[src/hdl/min_width_bit_unpacker_defines.svh]
// assertion helpers shared by the unpacker modules
`ifndef MIN_WIDTH_BIT_UNPACKER_DEFINES_SVH
`define MIN_WIDTH_BIT_UNPACKER_DEFINES_SVH

`ifndef NO_ASSERTIONS

// checked only while out of reset
`define MWBU_ASSERT(lbl, c, r, prop) \
  lbl: assert property (@(posedge c) disable iff (r) prop) \
    else $error("mwbu assertion failed");

// checked on every edge, reset included
`define MWBU_ASSERT_ALWAYS(lbl, c, prop) \
  lbl: assert property (@(posedge c) prop) \
    else $error("mwbu assertion failed");

`else

`define MWBU_ASSERT(lbl, c, r, prop)
`define MWBU_ASSERT_ALWAYS(lbl, c, prop)

`endif

`endif

[src/hdl/mwbu_pkg.sv]
`default_nettype none

package mwbu_pkg;

  localparam logic [7:0] HDR_TAIL_MASK  = 8'hE0;
  localparam logic [7:0] HDR_WIDTH_MASK = 8'h1F;
  localparam int         HDR_TAIL_SHIFT = 5;

  localparam logic [3:0] BYTE_BITS = 4'd8;

  localparam int QDEPTH = 4;
  localparam int QAW    = $clog2(QDEPTH);

  typedef struct packed {
    logic [7:0] in_byte;
    logic       last_byte;
  } byte_item_t;

  typedef struct packed {
    logic [31:0] word;
    logic        final_of_run;
  } word_item_t;

  // one data byte, classified by the front end
  typedef struct packed {
    logic [7:0] data;   // bits still to consume, left aligned
    logic [3:0] nbits;  // 1..8 bits to take from data
    logic [5:0] width;  // word width of the message, 1..32
    logic       last;
  } job_t;

endpackage

`default_nettype wire

[src/hdl/mwbu_front.sv]
`default_nettype none

module mwbu_front
  import mwbu_pkg::*;
(
  input  wire logic       clk,
  input  wire logic       rst,
  input  wire logic       byte_valid,
  output logic            byte_stall,
  input  wire byte_item_t byte_item,
  input  wire logic       q_full,
  output logic            push,
  output job_t            push_job
);

  logic       expect_header;
  logic [5:0] word_width;
  logic [3:0] tail_bits;

  logic       accept;
  logic [2:0] hdr_tail;
  logic [4:0] hdr_width;

  assign byte_stall = q_full;
  assign accept     = byte_valid && !q_full;

  assign hdr_tail  = 3'((byte_item.in_byte & HDR_TAIL_MASK) >> HDR_TAIL_SHIFT);
  assign hdr_width = 5'(byte_item.in_byte & HDR_WIDTH_MASK);

  assign push           = accept && !expect_header;
  assign push_job.data  = byte_item.in_byte;
  assign push_job.nbits = byte_item.last_byte ? tail_bits : BYTE_BITS;
  assign push_job.width = word_width;
  assign push_job.last  = byte_item.last_byte;

  always_ff @(posedge clk) begin
    if (rst) begin
      expect_header <= 1'b1;
      word_width    <= 6'd1;
      tail_bits     <= BYTE_BITS;
    end else if (accept) begin
      if (expect_header) begin
        tail_bits     <= (hdr_tail == 3'd0) ? BYTE_BITS : {1'b0, hdr_tail};
        word_width    <= {1'b0, hdr_width} + 6'd1;
        expect_header <= byte_item.last_byte;
      end else if (byte_item.last_byte) begin
        expect_header <= 1'b1;
      end
    end
  end

endmodule

`default_nettype wire

[src/hdl/mwbu_queue.sv]
`default_nettype none

`include "min_width_bit_unpacker_defines.svh"

module mwbu_queue
  import mwbu_pkg::*;
(
  input  wire logic clk,
  input  wire logic rst,
  input  wire logic push,
  input  wire job_t push_job,
  output logic      full,
  input  wire logic pop,
  output logic      q_valid,
  output job_t      q_job
);

  job_t             mem [QDEPTH];
  logic [QAW-1:0]   wr_ptr;
  logic [QAW-1:0]   rd_ptr;
  logic [QAW:0]     count;

  assign full    = (count == (QAW+1)'(QDEPTH));
  assign q_valid = (count != '0);
  assign q_job   = mem[rd_ptr];

  always_ff @(posedge clk) begin
    if (push) begin
      mem[wr_ptr] <= push_job;
    end
  end

  always_ff @(posedge clk) begin
    if (rst) begin
      wr_ptr <= '0;
      rd_ptr <= '0;
      count  <= '0;
    end else begin
      if (push) begin
        wr_ptr <= wr_ptr + 1'b1;
      end
      if (pop) begin
        rd_ptr <= rd_ptr + 1'b1;
      end
      if (push && !pop) begin
        count <= count + 1'b1;
      end else if (pop && !push) begin
        count <= count - 1'b1;
      end
    end
  end

  `MWBU_ASSERT(a_no_overflow, clk, rst, full |-> !push)
  `MWBU_ASSERT(a_no_underflow, clk, rst, !q_valid |-> !pop)
  `MWBU_ASSERT_ALWAYS(a_reset_empty, clk, rst |=> (count == '0))

endmodule

`default_nettype wire

[src/hdl/mwbu_back.sv]
`default_nettype none

`include "min_width_bit_unpacker_defines.svh"

module mwbu_back
  import mwbu_pkg::*;
(
  input  wire logic   clk,
  input  wire logic   rst,
  input  wire logic   q_valid,
  input  wire job_t   q_job,
  output logic        pop,
  output logic        word_valid,
  input  wire logic   word_stall,
  output word_item_t  word_item
);

  job_t        cur;
  logic        cur_valid;
  logic [31:0] acc;
  logic [5:0]  cnt;

  logic        adv;
  logic        step;
  logic        done;
  logic        full;
  logic [5:0]  room;
  logic [3:0]  take;
  logic [3:0]  rem_left;
  logic [5:0]  cnt_sum;
  logic [31:0] acc_next;

  assign adv  = !word_valid || !word_stall;
  assign step = cur_valid && adv;

  // take as many bits as fit in the current word, at most what the byte has
  assign room     = cur.width - cnt;
  assign take     = (room < {2'b0, cur.nbits}) ? room[3:0] : cur.nbits;
  assign acc_next = (acc << take) | (32'(cur.data) >> (BYTE_BITS - take));
  assign cnt_sum  = cnt + {2'b0, take};
  assign full     = (cnt_sum == cur.width);
  assign rem_left = cur.nbits - take;

  assign done = step && (rem_left == 4'd0);
  assign pop  = q_valid && (!cur_valid || done);

  always_ff @(posedge clk) begin
    if (rst) begin
      cur_valid  <= 1'b0;
      acc        <= '0;
      cnt        <= '0;
      word_valid <= 1'b0;
    end else begin
      if (adv) begin
        word_valid <= step && full;
      end
      if (step) begin
        if (full || (done && cur.last)) begin
          acc <= '0;
          cnt <= '0;
        end else begin
          acc <= acc_next;
          cnt <= cnt_sum;
        end
      end
      if (pop) begin
        cur_valid <= 1'b1;
      end else if (done) begin
        cur_valid <= 1'b0;
      end
    end
  end

  always_ff @(posedge clk) begin
    if (step && full) begin
      word_item.word         <= acc_next;
      // leftover bits too few for another word
      word_item.final_of_run <= ({2'b0, rem_left} < cur.width);
    end
    if (pop) begin
      cur <= q_job;
    end else if (step) begin
      cur.data  <= cur.data << take;
      cur.nbits <= rem_left;
    end
  end

  `MWBU_ASSERT(a_cnt_below_width, clk, rst, cur_valid |-> (cnt < cur.width))
  `MWBU_ASSERT(a_bits_pending, clk, rst, cur_valid |-> (cur.nbits != 4'd0))
  `MWBU_ASSERT(a_emit_needs_step, clk, rst,
    ($rose(word_valid)) |-> $past(cur_valid))

endmodule

`default_nettype wire

[src/hdl/min_width_bit_unpacker.sv]
// channel  dir  handshake                payload
// byte     in   byte_valid / byte_stall  byte_item (in_byte, last_byte)
// word     out  word_valid / word_stall  word_item (word, final_of_run)
//
// one byte accepted per cycle while the 4-entry job queue has room
// the back end works through a data byte in steps, each completing a word or
// using up the bits that remain; header bytes never reach the back end
// a byte goes via the job queue and back-end byte register to the registered word output
// rst is synchronous: queue empty, next byte is a header
// word_stall holds the output register and back end; byte_stall rises when the queue fills
`default_nettype none

module min_width_bit_unpacker
  import mwbu_pkg::*;
(
  input  wire logic       clk,
  input  wire logic       rst,
  input  wire logic       byte_valid,
  output logic            byte_stall,
  input  wire byte_item_t byte_item,
  output logic            word_valid,
  input  wire logic       word_stall,
  output word_item_t      word_item
);

  logic push;
  job_t push_job;
  logic q_full;
  logic pop;
  logic q_valid;
  job_t q_job;

  mwbu_front u_front (
    .clk        (clk),
    .rst        (rst),
    .byte_valid (byte_valid),
    .byte_stall (byte_stall),
    .byte_item  (byte_item),
    .q_full     (q_full),
    .push       (push),
    .push_job   (push_job)
  );

  mwbu_queue u_queue (
    .clk      (clk),
    .rst      (rst),
    .push     (push),
    .push_job (push_job),
    .full     (q_full),
    .pop      (pop),
    .q_valid  (q_valid),
    .q_job    (q_job)
  );

  mwbu_back u_back (
    .clk        (clk),
    .rst        (rst),
    .q_valid    (q_valid),
    .q_job      (q_job),
    .pop        (pop),
    .word_valid (word_valid),
    .word_stall (word_stall),
    .word_item  (word_item)
  );

endmodule

`default_nettype wire
[config.mk]
export PLATFORM = sky130hd
export DESIGN_NAME = min_width_bit_unpacker
export DESIGN_NICKNAME = d
export VERILOG_FILES = /design/src/hdl/mwbu_pkg.sv /design/src/hdl/mwbu_front.sv /design/src/hdl/mwbu_queue.sv /design/src/hdl/mwbu_back.sv /design/src/hdl/min_width_bit_unpacker.sv
export VERILOG_INCLUDE_DIRS = /design/src /design/src/hdl
export SDC_FILE = /design/constraint.sdc
export NUM_CORES = 1
export LEC_CHECK = 0
export ABC_AREA = 1
export BUFFER_PORTS_ARGS = -buffer_cell sky130_fd_sc_hd__buf_2
export CORE_AREA = 2 2 131 133
export CTS_CLUSTER_SIZE = 40
export DETAILED_ROUTE_END_ITERATION = 6
export DIE_AREA = 0 0 133 135
export PLACE_DENSITY = 0.81
export SYNTH_ARGS = -nofsm -noshare
export SYNTH_HDL_FRONTEND = slang
export SYNTH_SLANG_ARGS = --single-unit
[constraint.sdc]
create_clock -name clk -period 7.2 [get_ports clk]
set_input_delay 0.36 -clock clk [delete_from_list [all_inputs] [get_ports clk]]
set_output_delay 0.36 -clock clk [all_outputs]
set_load 0.01 [all_outputs]
==> results.yml <==
final_layout:
  fillers: 1332
  utilization: 0.6711
  fin_nets: 1288
  area_growth_pct: 9.100
  layout-drive-gt1-share: 0.1046
die:
  pin_count: 48
  fp.dieH_um: 135
  dieArea_um2: 17960
  core_um2: 16410
  rows: 47
  initial_core_util: 0.6151
  fp.dieW_um: 133
synthesis:
  synth_ff_type: "edfxtp_1"
  syn_avg_cell_area_um2: 8.198
  synth_fa_ha_area_frac: 0.03447
  syn_inst: 1231
  synth_most_common_cell: "nand2_1"
  synth_edf_count: 128
  synthMuxAreaShare: 0.0009918
  synth_top_area_frac: 0.3809
  synth_top_family_by_area: "simple AND/OR/NAND/NOR gates"
  yosysTopAreaCell: "edfxtp_1"
  ys.warnings.count: 0
  synth-compound-area-share: 0.1048
  syn-num-nets: 1270
  ys_types: 43
  ys_ff_latch: 188
  async_flop_share: 0
  synth_area_um2: 10090
  synth-simple-area-share: 0.2781
  synth.top_cells.by_count: "382 x nand2_1, 128 x edfxtp_1, 121 x nand3_1"
  synth_area_leaders: "edfxtp_1 38%, nand2_1 14%, dfxtp_1 12%, nand3_1 6.0%, inv_1 4.0%"
  synth_xor_area_frac: 0.007811
  ys_seq_area_frac: 0.4999
sta:
  setup_slack_ns: 1.649
  setup_viol_count_final: 0
  max_freq_mhz: 180.2
  worstMarginPinSlew_ns: 1.150
  period_minus_slack_ns: 5.551
  hold_viol_final: 0
  fin_hold_ws_ns: 0.1490
  rsz0062_at_grt: "false"
  fin_crit_sh: 0.7709
  finalClockSkew_ns: 0.01344
  fin_setup_tns_ns: 0
  relSlewSlack: 0.2322
  final_max_slew_viol_count: 0
placed_design:
  io_buffers: 47
  globalplace.congestion: 0.9327
  dp_slack_ns: 1.666
  dp_hpwl_um: 15660
worst_setup_path:
  cp_max_fo: 34
  cp-end-kind: "register"
  cp_slowest_stage_delay_ns: 0.74
  crit_top_cell: "nand2_1"
  cp.arrival_ns: 5.62
  crit_chain: "inv_1, ha_1, inv_1, fa_1, xor2_1, ha_1, nand2_1, a21oi_2, nor2_8, nand2_4, nand2_1, nand2_1, ha_1, fa_1, or2_2, a221oi_1, o221ai_1, nor2_1, nand2_1, nor2_4"
  crit_required_ns: 7.27
  critPathLaunchType: "register"
  critical-path-slowest-cell: "nor2_4"
  crit_type: "register to register"
clock_network:
  cts_tree: "yes"
  clockBufferDepth: 2
  cts_sinks: 188
  cts_setup_buffers: 0
  path_clk_slew_ns: 0.08
  cts_resized: 0
  cts-hold-fix-buffers: 0
  cts_root_buf: "clkbuf_16"
  clock_latency_ns: 0.45
  cts_buffers: 17
  cts_htree_levels: 4
global_route:
  first_global_vias: 7672
  grt.total_usage: 0.2737
  grt_overflow: 0
  antenna_found_initial: 1
  grt_pass1_wl_um: 38400
  grt_max_degree: 63
flow_run:
  max_cap_viol_count: 0
drt:
  viasPerCell: 5.689
  dr.pass1.iters: 5
  met1_length_um: 9902
  via_count: 8437
  routed_wl_um: 23940
  wl_per_cell_um: 16.14
  top_layer: "met4"
  dr_wl_met3_um: 2184
  drtIter0Drc: 879
  antenna_left: 0
  drc_errors: 0
  dr_wl_met2_um: 11220
outcome:
  status: "finished clean"
hold_path:
  hp-class: "primary input to register"
==> worst max-delay path: cells and delay by family (launching register included) <==
kind	cells	cell delay (ns)
flops	1	0.44
simple gates	9	2.01
xor+xnor	1	0.28
fa+ha+maj	5	1.71
compound gates	3	0.54
buf+inv	2	0.16
==> path summary, 6_finish.rpt <==
path                                                         from                                 to  slack, ns  cells after the start
worst min register to register  u_front.tail_bits[0]$_SDFFE_PP0P_  u_front.tail_bits[0]$_SDFFE_PP0P_       0.47                      2
worst max register to register            u_back.cur[1]$_DFFE_PN_     u_back.word_item[11]$_DFFE_PP_       1.65                     20
worst min-delay path                                 byte_item[6]       u_queue.mem[1][16]$_DFFE_PP_       0.15                      1
worst max-delay path                      u_back.cur[1]$_DFFE_PN_     u_back.word_item[11]$_DFFE_PP_       1.65                     20
==> cells by family after synthesis <==
family,after synthesis
buffers and inverters,174
multiplexers,1
flip-flops,188
XOR/XNOR,9
adder cells (fa/ha/maj),26
AO/OA/AOI/OAI,184
AND/OR/NAND/NOR,649
==> sequential cells by signal, indices dropped and copies added, names as in the netlist, named ones only <==
signal and count:
u_back.acc 32, u_queue.wr_ptr 2, u_back.word_item 33, u_back.cur 19, u_front.word_width 6, u_queue.mem 76, u_back.cnt 6, u_queue.rd_ptr 2
u_back.word_valid 1, u_queue.count 3, u_front.expect_header 1, u_front.tail_bits 4, u_back.cur_valid 1
==> per-layer routing <==
metal | track usage | vias up
met3 | 0.04992 | 57
li1 | - | 4129
met4 | 0.1165 | 0
met1 | 0.3633 | 3840
met2 | 0.4453 | 411
met5 | 0 | -
==> area by class of cell <==
class	instances	area (um^2)	area share
clock inverters	15	205.2	0.01864
clock buffers	17	425.4	0.03864
repair buffers	58	317.8	0.02886
well taps	220	275.3	0.02500
diodes	1	2.502	0.0002273
multi-input cells	869	4308	0.3912
flip-flops and latches	188	5045	0.4582
inverters	115	431.7	0.03920
==> per-stage QoR <==
step                area, um^2  cells
floorplan                10090   1231
global placement         10380   1450
detailed placement       10380   1450
CTS                      11010   1482
global route             11010   1482
finish                   11010   1483
==> cells in the final DEF (no fill, tap or decap), types with 3 or more instances in the layout <==
cell and count:
nand2_1 382, edfxtp_1 128, nand3_1 121, inv_1 108, nor2_1 86, o21ai_0 61, dfxtp_1 60, buf_2 47
a21oi_1 43, o21ai_1 34, ha_1 23, and2_1 17, o22ai_1 17, clkbuf_16 17, buf_4 11, nand4_1 10
nand2_2 9, xor2_1 8, inv_2 7, o211ai_1 7, clkinv_8 6, nor3_1 5, nand3_2 5, o211ai_2 5
a32o_1 5, nor2_4 4, nand2_4 3, a31oi_1 3, fa_1 3, inv_8 3, inv_12 3
Power is not shown: default switching activity piles up to over one toggle a cycle in this logic, so the estimate is an artifact.
